File: config.mk
export PLATFORM = sky130hd
export DESIGN_NAME = i2c_bit_level_master
export DESIGN_NICKNAME = d
export VERILOG_FILES = /design/src/rtl/i2cbm_pkg.sv /design/src/rtl/i2cbm_seq.sv /design/src/rtl/i2cbm_obuf.sv /design/src/rtl/i2c_bit_level_master.sv
export SDC_FILE = /design/constraint.sdc
export NUM_CORES = 1
export LEC_CHECK = 0
export ABC_AREA = 0
export BUFFER_PORTS_ARGS = -buffer_cell sky130_fd_sc_hd__buf_2
export CORE_ASPECT_RATIO = 2
export CORE_MARGIN = 2
export CORE_UTILIZATION = 27
export DETAILED_ROUTE_END_ITERATION = 8
export REMOVE_ABC_BUFFERS = 1
export SYNTH_ARGS = -nofsm -noshare
export SYNTH_HDL_FRONTEND = slang
export SYNTH_HIERARCHICAL = 1
export SYNTH_SLANG_ARGS = --single-unit
export TNS_END_PERCENT = 1
File: constraint.sdc
create_clock -name aclk -period 4.65 [get_ports aclk]
set_input_delay 0.93 -clock aclk [delete_from_list [all_inputs] [get_ports aclk]]
set_output_delay 0.93 -clock aclk [all_outputs]
set_load 0.005 [all_outputs]
File: src/rtl/i2cbm_pkg.sv
// Package for the bit-level I2C master: transfer payload types, mode codes
// and the one-hot command state encoding.
// No dependencies.
package i2cbm_pkg;

    localparam int DELAY_W = 10;
    localparam int BYTE_W  = 8;

    localparam logic [BYTE_W-1:0] MSB_MASK = 8'h80;

    // Codes carried in the mode field of an input transfer.
    localparam logic [2:0] MODE_TICK  = 3'd0;
    localparam logic [2:0] MODE_START = 3'd1;
    localparam logic [2:0] MODE_STOP  = 3'd2;
    localparam logic [2:0] MODE_WRITE = 3'd3;
    localparam logic [2:0] MODE_READ  = 3'd4;
    localparam logic [2:0] MODE_SACK  = 3'd5;
    localparam logic [2:0] MODE_RACK  = 3'd6;
    localparam logic [2:0] MODE_NOP   = 3'd7;

    typedef enum logic [6:0] {
        ST_IDLE  = 7'b0000001,
        ST_START = 7'b0000010,
        ST_STOP  = 7'b0000100,
        ST_WRITE = 7'b0001000,
        ST_READ  = 7'b0010000,
        ST_SACK  = 7'b0100000,
        ST_RACK  = 7'b1000000
    } cmd_state_t;

    typedef struct packed {
        logic [2:0]        mode;
        logic [BYTE_W-1:0] data_byte;
        logic              ack_value;
        logic              sda_sample;
    } in_item_t;

    typedef struct packed {
        logic              scl_level;
        logic              sda_level;
        logic              sda_released;
        logic              busy_res;
        logic              done_res;
        logic              rejected;
        logic [BYTE_W-1:0] read_data;
        logic              ack_seen;
    } out_item_t;

endpackage

File: src/rtl/i2cbm_seq.sv
// Command sequencer of the bit-level I2C master: holds the pin, phase and
// byte state and computes the result of each accepted transfer.
// Depends on i2cbm_pkg.
module i2cbm_seq (
    input  logic                             aclk,
    input  logic                             aresetn,
    input  logic                             cfg_we,
    input  logic [i2cbm_pkg::DELAY_W-1:0]    cfg_wdata,
    input  logic                             item_accept,
    input  i2cbm_pkg::in_item_t              item_in,
    output i2cbm_pkg::out_item_t             result
);
    import i2cbm_pkg::*;

    logic [DELAY_W-1:0] delay_ticks_reg;
    cmd_state_t         cmd_reg, cmd_next;
    logic [1:0]         phase_reg, phase_next;
    logic [2:0]         bit_reg, bit_next;
    logic [DELAY_W-1:0] tick_reg, tick_next;
    logic [BYTE_W-1:0]  shift_reg, shift_next;
    logic [BYTE_W-1:0]  read_byte_reg, read_byte_next;
    logic               ack_reg, ack_next;
    logic               scl_reg, scl_next;
    logic               sda_reg, sda_next;
    logic               release_reg, release_next;

    logic               step;
    logic               fin;
    logic               apply;
    logic               done;
    logic               rej;
    logic [DELAY_W-1:0] limit;

    function automatic cmd_state_t mode_to_state(input logic [2:0] mode);
        cmd_state_t st;
        unique case (mode)
            MODE_START: st = ST_START;
            MODE_STOP:  st = ST_STOP;
            MODE_WRITE: st = ST_WRITE;
            MODE_READ:  st = ST_READ;
            MODE_SACK:  st = ST_SACK;
            MODE_RACK:  st = ST_RACK;
            default:    st = ST_IDLE;
        endcase
        return st;
    endfunction

    always_comb begin
        cmd_next       = cmd_reg;
        phase_next     = phase_reg;
        bit_next       = bit_reg;
        tick_next      = tick_reg;
        shift_next     = shift_reg;
        read_byte_next = read_byte_reg;
        ack_next       = ack_reg;
        scl_next       = scl_reg;
        sda_next       = sda_reg;
        release_next   = release_reg;
        step           = 1'b0;
        fin            = 1'b0;
        apply          = 1'b0;
        done           = 1'b0;
        rej            = 1'b0;
        // A programmed delay of zero behaves as a single tick.
        limit = (delay_ticks_reg == '0) ? DELAY_W'(1) : delay_ticks_reg;

        if (item_accept) begin
            if (item_in.mode == MODE_TICK) begin
                if (cmd_reg != ST_IDLE) begin
                    tick_next = tick_reg + DELAY_W'(1);
                    step      = (tick_next >= limit);
                end
            end else if (item_in.mode != MODE_NOP) begin
                if (cmd_reg != ST_IDLE) begin
                    rej = 1'b1;
                end else begin
                    cmd_next   = mode_to_state(item_in.mode);
                    phase_next = '0;
                    bit_next   = '0;
                    tick_next  = '0;
                    if (item_in.mode == MODE_WRITE) begin
                        shift_next = item_in.data_byte;
                    end else if (item_in.mode == MODE_SACK) begin
                        shift_next = {item_in.ack_value, 7'b0};
                    end else if (item_in.mode == MODE_READ) begin
                        shift_next = '0;
                    end
                    apply = 1'b1;
                end
            end
        end

        if (step) begin
            // The sample phase takes SDA from the tick that ends its delay.
            if (cmd_reg == ST_READ && phase_reg == 2'd2 && item_in.sda_sample) begin
                shift_next = shift_reg | (MSB_MASK >> bit_reg);
            end
            if (cmd_reg == ST_RACK && phase_reg == 2'd2) begin
                ack_next = item_in.sda_sample;
            end
            unique case (cmd_reg)
                ST_START, ST_RACK: begin
                    if (phase_reg == 2'd3) fin = 1'b1;
                    else phase_next = phase_reg + 2'd1;
                end
                ST_STOP, ST_SACK: begin
                    if (phase_reg >= 2'd2) fin = 1'b1;
                    else phase_next = phase_reg + 2'd1;
                end
                ST_WRITE: begin
                    if (phase_reg < 2'd2) begin
                        phase_next = phase_reg + 2'd1;
                    end else if (bit_reg != 3'd7) begin
                        bit_next   = bit_reg + 3'd1;
                        shift_next = shift_reg << 1;
                        phase_next = '0;
                    end else begin
                        fin = 1'b1;
                    end
                end
                ST_READ: begin
                    if (phase_reg != 2'd3) begin
                        phase_next = phase_reg + 2'd1;
                    end else if (bit_reg != 3'd7) begin
                        bit_next   = bit_reg + 3'd1;
                        phase_next = 2'd1;
                    end else begin
                        fin = 1'b1;
                    end
                end
                default: fin = 1'b1;
            endcase
            tick_next = '0;
            if (fin) begin
                if (cmd_reg == ST_READ) read_byte_next = shift_next;
                if (cmd_reg == ST_READ || cmd_reg == ST_RACK) release_next = 1'b0;
                cmd_next   = ST_IDLE;
                phase_next = '0;
                bit_next   = '0;
                done       = 1'b1;
            end else begin
                apply = 1'b1;
            end
        end

        // Pin changes made at the start of the phase just entered.
        if (apply) begin
            unique case (cmd_next)
                ST_START: begin
                    if (phase_next == 2'd0) sda_next = 1'b1;
                    else if (phase_next == 2'd1) scl_next = 1'b1;
                    else if (phase_next == 2'd2) sda_next = 1'b0;
                    else scl_next = 1'b0;
                end
                ST_STOP: begin
                    if (phase_next == 2'd0) sda_next = 1'b0;
                    else if (phase_next == 2'd1) scl_next = 1'b1;
                    else sda_next = 1'b1;
                end
                ST_WRITE, ST_SACK: begin
                    if (phase_next == 2'd0) sda_next = shift_next[BYTE_W-1];
                    else if (phase_next == 2'd1) scl_next = 1'b1;
                    else scl_next = 1'b0;
                end
                ST_READ: begin
                    if (phase_next == 2'd0) begin
                        sda_next = 1'b1;
                    end else if (phase_next == 2'd1) begin
                        scl_next     = 1'b1;
                        release_next = 1'b1;
                    end else if (phase_next == 2'd3) begin
                        scl_next = 1'b0;
                    end
                end
                ST_RACK: begin
                    if (phase_next == 2'd0) sda_next = 1'b1;
                    else if (phase_next == 2'd1) scl_next = 1'b1;
                    else if (phase_next == 2'd2) release_next = 1'b1;
                    else scl_next = 1'b0;
                end
                default: begin
                end
            endcase
        end
    end

    always_ff @(posedge aclk) begin
        if (!aresetn) begin
            delay_ticks_reg <= DELAY_W'(1);
            cmd_reg         <= ST_IDLE;
            phase_reg       <= '0;
            bit_reg         <= '0;
            tick_reg        <= '0;
            shift_reg       <= '0;
            read_byte_reg   <= '0;
            ack_reg         <= 1'b0;
            scl_reg         <= 1'b1;
            sda_reg         <= 1'b1;
            release_reg     <= 1'b0;
        end else begin
            if (cfg_we) begin
                delay_ticks_reg <= cfg_wdata;
            end
            cmd_reg       <= cmd_next;
            phase_reg     <= phase_next;
            bit_reg       <= bit_next;
            tick_reg      <= tick_next;
            shift_reg     <= shift_next;
            read_byte_reg <= read_byte_next;
            ack_reg       <= ack_next;
            scl_reg       <= scl_next;
            sda_reg       <= sda_next;
            release_reg   <= release_next;
        end
    end

    always_comb begin
        result.scl_level    = scl_next;
        result.sda_level    = sda_next;
        result.sda_released = release_next;
        result.busy_res     = (cmd_next != ST_IDLE);
        result.done_res     = done;
        result.rejected     = rej;
        result.read_data    = read_byte_next;
        result.ack_seen     = ack_next;
    end

endmodule

File: src/rtl/i2cbm_obuf.sv
// Result register of the bit-level I2C master: holds one result transfer
// until the downstream side takes it.
// Depends on i2cbm_pkg.
module i2cbm_obuf (
    input  logic                  aclk,
    input  logic                  aresetn,
    input  logic                  in_valid,
    output logic                  in_ready,
    input  i2cbm_pkg::out_item_t  in_data,
    output logic                  out_valid,
    input  logic                  out_ready,
    output i2cbm_pkg::out_item_t  out_data
);
    import i2cbm_pkg::*;

    logic      valid_reg;
    out_item_t data_reg;

    // A new result may enter when the register is empty or is drained now.
    assign in_ready = !valid_reg || out_ready;

    always_ff @(posedge aclk) begin
        if (!aresetn) begin
            valid_reg <= 1'b0;
        end else if (in_ready) begin
            valid_reg <= in_valid;
        end
    end

    always_ff @(posedge aclk) begin
        if (in_ready && in_valid) begin
            data_reg <= in_data;
        end
    end

    assign out_valid = valid_reg;
    assign out_data  = data_reg;

endmodule

File: src/rtl/i2c_bit_level_master.sv
// Bit-level I2C master: an accepted input transfer has its result in the output
// register in the cycle after; throughput is one transfer per cycle while the
// register is empty or drained by m_ready, fed by the combinational sequencer.
// Synchronous active-low reset sets SCL and SDA high, SDA driven, the block
// idle, the delay to one tick and leaves no result pending.
// Depends on i2cbm_pkg, i2cbm_seq and i2cbm_obuf.
module i2c_bit_level_master (
    input  logic                           aclk,
    input  logic                           aresetn,
    input  logic                           cfg_we,
    input  logic [i2cbm_pkg::DELAY_W-1:0]  cfg_wdata,
    input  logic                           s_valid,
    output logic                           s_ready,
    input  i2cbm_pkg::in_item_t            s_data,
    output logic                           m_valid,
    input  logic                           m_ready,
    output i2cbm_pkg::out_item_t           m_data
);
    import i2cbm_pkg::*;

    logic      accept;
    out_item_t result;

    assign accept = s_valid && s_ready;

    i2cbm_seq u_seq (
        .aclk        (aclk),
        .aresetn     (aresetn),
        .cfg_we      (cfg_we),
        .cfg_wdata   (cfg_wdata),
        .item_accept (accept),
        .item_in     (s_data),
        .result      (result)
    );

    i2cbm_obuf u_obuf (
        .aclk      (aclk),
        .aresetn   (aresetn),
        .in_valid  (s_valid),
        .in_ready  (s_ready),
        .in_data   (result),
        .out_valid (m_valid),
        .out_ready (m_ready),
        .out_data  (m_data)
    );

    // A completing transfer always leaves the block idle.
    assert property (@(posedge aclk) disable iff (!aresetn)
        m_valid |-> !(m_data.done_res && m_data.busy_res))
        else $error("done reported while still busy");

    // A command is only rejected while another one is running.
    assert property (@(posedge aclk) disable iff (!aresetn)
        (m_valid && m_data.rejected) |-> m_data.busy_res)
        else $error("rejection reported while idle");

    // SDA is released only inside a read or receive-ack sequence.
    assert property (@(posedge aclk) disable iff (!aresetn)
        (m_valid && m_data.sda_released) |-> m_data.busy_res)
        else $error("SDA left released after the command ended");

    // Every accepted input transfer produces a result in the next cycle.
    assert property (@(posedge aclk) disable iff (!aresetn)
        accept |=> m_valid)
        else $error("accepted transfer produced no result");

endmodule
==> results.sh <==
export IMPL_required_ps=4840
export IMPL_cp_slowest_cell="o21ai_2"
export IMPL_crit_chain="nand3_1 -> nor2_1 -> and3_1 -> nand3_1 -> xnor2_1 -> ha_1 -> a2111o_1 -> o21ai_2 -> nor3_2 -> or4_1 -> mux2_4 -> o21ai_2"
export IMPL_grt_max_degree=40
export IMPL_min_path_type="reg2reg"
export IMPL_syn_area_per_cell_um2=8.76
export IMPL_endpoint_kind="flip-flop"
export IMPL_setup_tns_final_ps=0
export IMPL_fillers=1597
export IMPL_crit_buf_inv=0
export IMPL_syn_area_um2=4200
export IMPL_slew_headroom=0.455
export IMPL_gr_total_overflow=0
export IMPL_yosysTopAreaCellShare=0.252
export IMPL_grt_use_total=0.142
export IMPL_ys_seq_elements=68
export IMPL_slowest_delay_ps=570
export IMPL_post_cts_repair_setup_buffers=0
export IMPL_antenna_left=0
export IMPL_power_density_nw_per_um2=312
export IMPL_gp_congestion=0.922
export IMPL_crit_cells=12
export IMPL_use_met3=0.0209
export IMPL_fin_hold_ws_ps=488
export IMPL_use_met1=0.134
export IMPL_wl_per_cell_um=16.2
export IMPL_drive_gt1_frac=0.183
export IMPL_top_usage_layer="met2"
export IMPL_fin_util=0.315
export IMPL_finalNetCount=555
export IMPL_first_global_vias=3802
export IMPL_fin_total_pwr_mw=1.50
export IMPL_htreeDepth=3
export IMPL_crit_fanout=13
export IMPL_path_clk_slew_ps=60
export IMPL_use_met2=0.273
export IMPL_clockBufferDepth=2
export IMPL_area_delta_synth_final_pct=14.7
export IMPL_fp_dieH_um=180
export IMPL_slew_viol_final=0
export IMPL_layout_cells_non_filler=711
export IMPL_crit_reg2reg_launch="u_seq/tick_reg[0]$_SDFFE_PP0P_"
export IMPL_ys_warn_count=6
export IMPL_vias=3679
export IMPL_firstDrtPassIters=5
export IMPL_clk_latency_ps=330
export IMPL_hold_buffers=0
export IMPL_synthTopCellsByArea="dfxtp_1 25%, edfxtp_1 11%, ha_1 5.7%"
export IMPL_finalCritPeriodShare=0.804
export IMPL_async_reset_ff_frac=0
export IMPL_core_um2=15300
export IMPL_ios=45
export IMPL_hold_violations=0
export IMPL_initial_core_util=0.275
export IMPL_max_freq_mhz=267
export IMPL_min_delay_start="u_seq/delay_ticks_reg[0]$_SDFFE_PN1P_"
export IMPL_antenna_found_initial=0
export IMPL_ir_worst_vdd_uv=162
export IMPL_maxCapViolations=0
export IMPL_cts_buffers=9
export IMPL_largest_reg_flops=15
export IMPL_cts_sinks=68
export IMPL_dp_cells=695
export IMPL_startpoint="u_seq/tick_reg[0]$_SDFFE_PP0P_"
export IMPL_startpoint_type="flip-flop"
export IMPL_dpl_hpwl_mm=8.79
export IMPL_drt_initial_drc_count=253
export IMPL_skew_ps=8.47
export IMPL_worstMarginPinSlew_ps=817
export IMPL_ys_flop_type="dfxtp_1"
export IMPL_clock_root_buffer="clkbuf_16"
export IMPL_die_area_um2=16600
export IMPL_die_width_um=92.2
export IMPL_drc=0
export IMPL_cp_arrival_ps=3930
export IMPL_drt_total_wl_mm=11.5
export IMPL_cts_tree="done"
export IMPL_whs_path_depth=2
export IMPL_yosys_area_top_type="dfxtp_1"
export IMPL_path_class="reg2reg"
export IMPL_yosysSeqAreaShare=0.360
export IMPL_period_minus_slack_ps=3740
export IMPL_setup_viol_count_final=0
export IMPL_diodes=0
export IMPL_io_buffer_count=44
export IMPL_viasPerCell=5.17
export IMPL_rows=64
export IMPL_cpLargestDelayFamily="simple AND/OR/NAND/NOR gates"
export IMPL_rsz0062_at_grt="false"
export IMPL_r2r_cells=12
export IMPL_p_leak_nw=1.94
export IMPL_cts_resized=0
export IMPL_status="finished clean"
export IMPL_synth_edff_count=15
export IMPL_synth_cell_types=75
export IMPL_syn_inst=480
export IMPL_grt_pass1_wl_mm=18.6
area by class of cell:
cell class	count	area, um^2	area share
multi-input cells	359	2450	0.507
flip-flops and latches	68	1510	0.313
well taps	198	248	0.0514
repair buffers	46	235	0.0488
clock buffers	10	229	0.0475
inverters	24	90.1	0.0187
clock inverters	6	63.8	0.0132
cells in the mapped netlist (7+ instances only):
cell      number
dfxtp_1       53
nor2_1        50
nand2_1       34
a21oi_1       25
o21ai_0       25
inv_1         22
ha_1          19
and2_1        17
a22oi_1       16
edfxtp_1      15
nor2b_1       15
clkbuf_1      12
mux2i_1       11
nand3_1       11
and3_1         9
buf_2          8
mux2_2         8
a211oi_1       7
nor3b_1        7
o21a_1         7
power breakdown:
| group | internal [mW] | switching [mW] |
|---|---|---|
| Combinational | 0.0696 | 0.114 |
| Clock | 0.415 | 0.260 |
| Sequential | 0.624 | 0.0202 |
| Total | 1.11 | 0.394 |
final timing paths:
check                                          end  slack (ps)
max reg2reg          u_obuf/out_data[12]$_DFFE_PP_         910
min reg2reg  u_seq/delay_ticks_reg[0]$_SDFFE_PN1P_         490
min          u_seq/delay_ticks_reg[0]$_SDFFE_PN1P_         490
max                  u_obuf/out_data[12]$_DFFE_PP_         910
cell families (layout without fill, tap and decap cells):
logic type	count (synthesis)	count (layout)	synth area share
buffers and inverters	53	86	0.0586
multiplexers	22	22	0.0565
adder cells (fa/ha/maj)	19	19	0.0565
AND/OR/NAND/NOR	181	181	0.233
flip-flops	68	68	0.360
AO/OA/AOI/OAI	127	127	0.215
XOR/XNOR	10	10	0.0208
layout by cell type (no fill, tap or decap), types with 6 or more instances in the layout:
| master | n |
|---|---|
| mux2i_1 | 11 |
| o21a_1 | 7 |
| edfxtp_1 | 15 |
| o21ai_0 | 25 |
| mux2_2 | 8 |
| dfxtp_1 | 53 |
| clkbuf_16 | 9 |
| nor3_1 | 6 |
| nor2_1 | 50 |
| and3_1 | 9 |
| and2_1 | 17 |
| a22oi_1 | 16 |
| nand3_1 | 11 |
| buf_2 | 44 |
| nor3b_1 | 7 |
| a21oi_1 | 25 |
| a211oi_1 | 7 |
| ha_1 | 19 |
| nand2_1 | 34 |
| nor2b_1 | 15 |
| inv_1 | 22 |
routing by layer:
| metal | vias up | wire length, um |
|---|---|---|
| met5 | - | 0 |
| met4 | 0 | 692 |
| met3 | 41 | 382 |
| met2 | 97 | 6440 |
| met1 | 1762 | 4010 |
| li1 | 1779 | - |
worst min-delay path: cells and delay by family (launching register included):
| kind | cells | cell delay, ps |
|---|---|---|
| flip-flops | 1 | 330 |
| multiplexers | 1 | 70 |
| AND/OR/NAND/NOR | 1 | 60 |
stage by stage:
stage          cell area [um^2]  setup WS [ps]
2_1_floorplan              4050           1280
3_3_place_gp               4530            992
3_5_place_dp               4530            911
4_1_cts                    4820            911
5_1_grt                    4820            663
6_report                   4820            911
No activity file was read; power rests on OpenSTA's default activity.
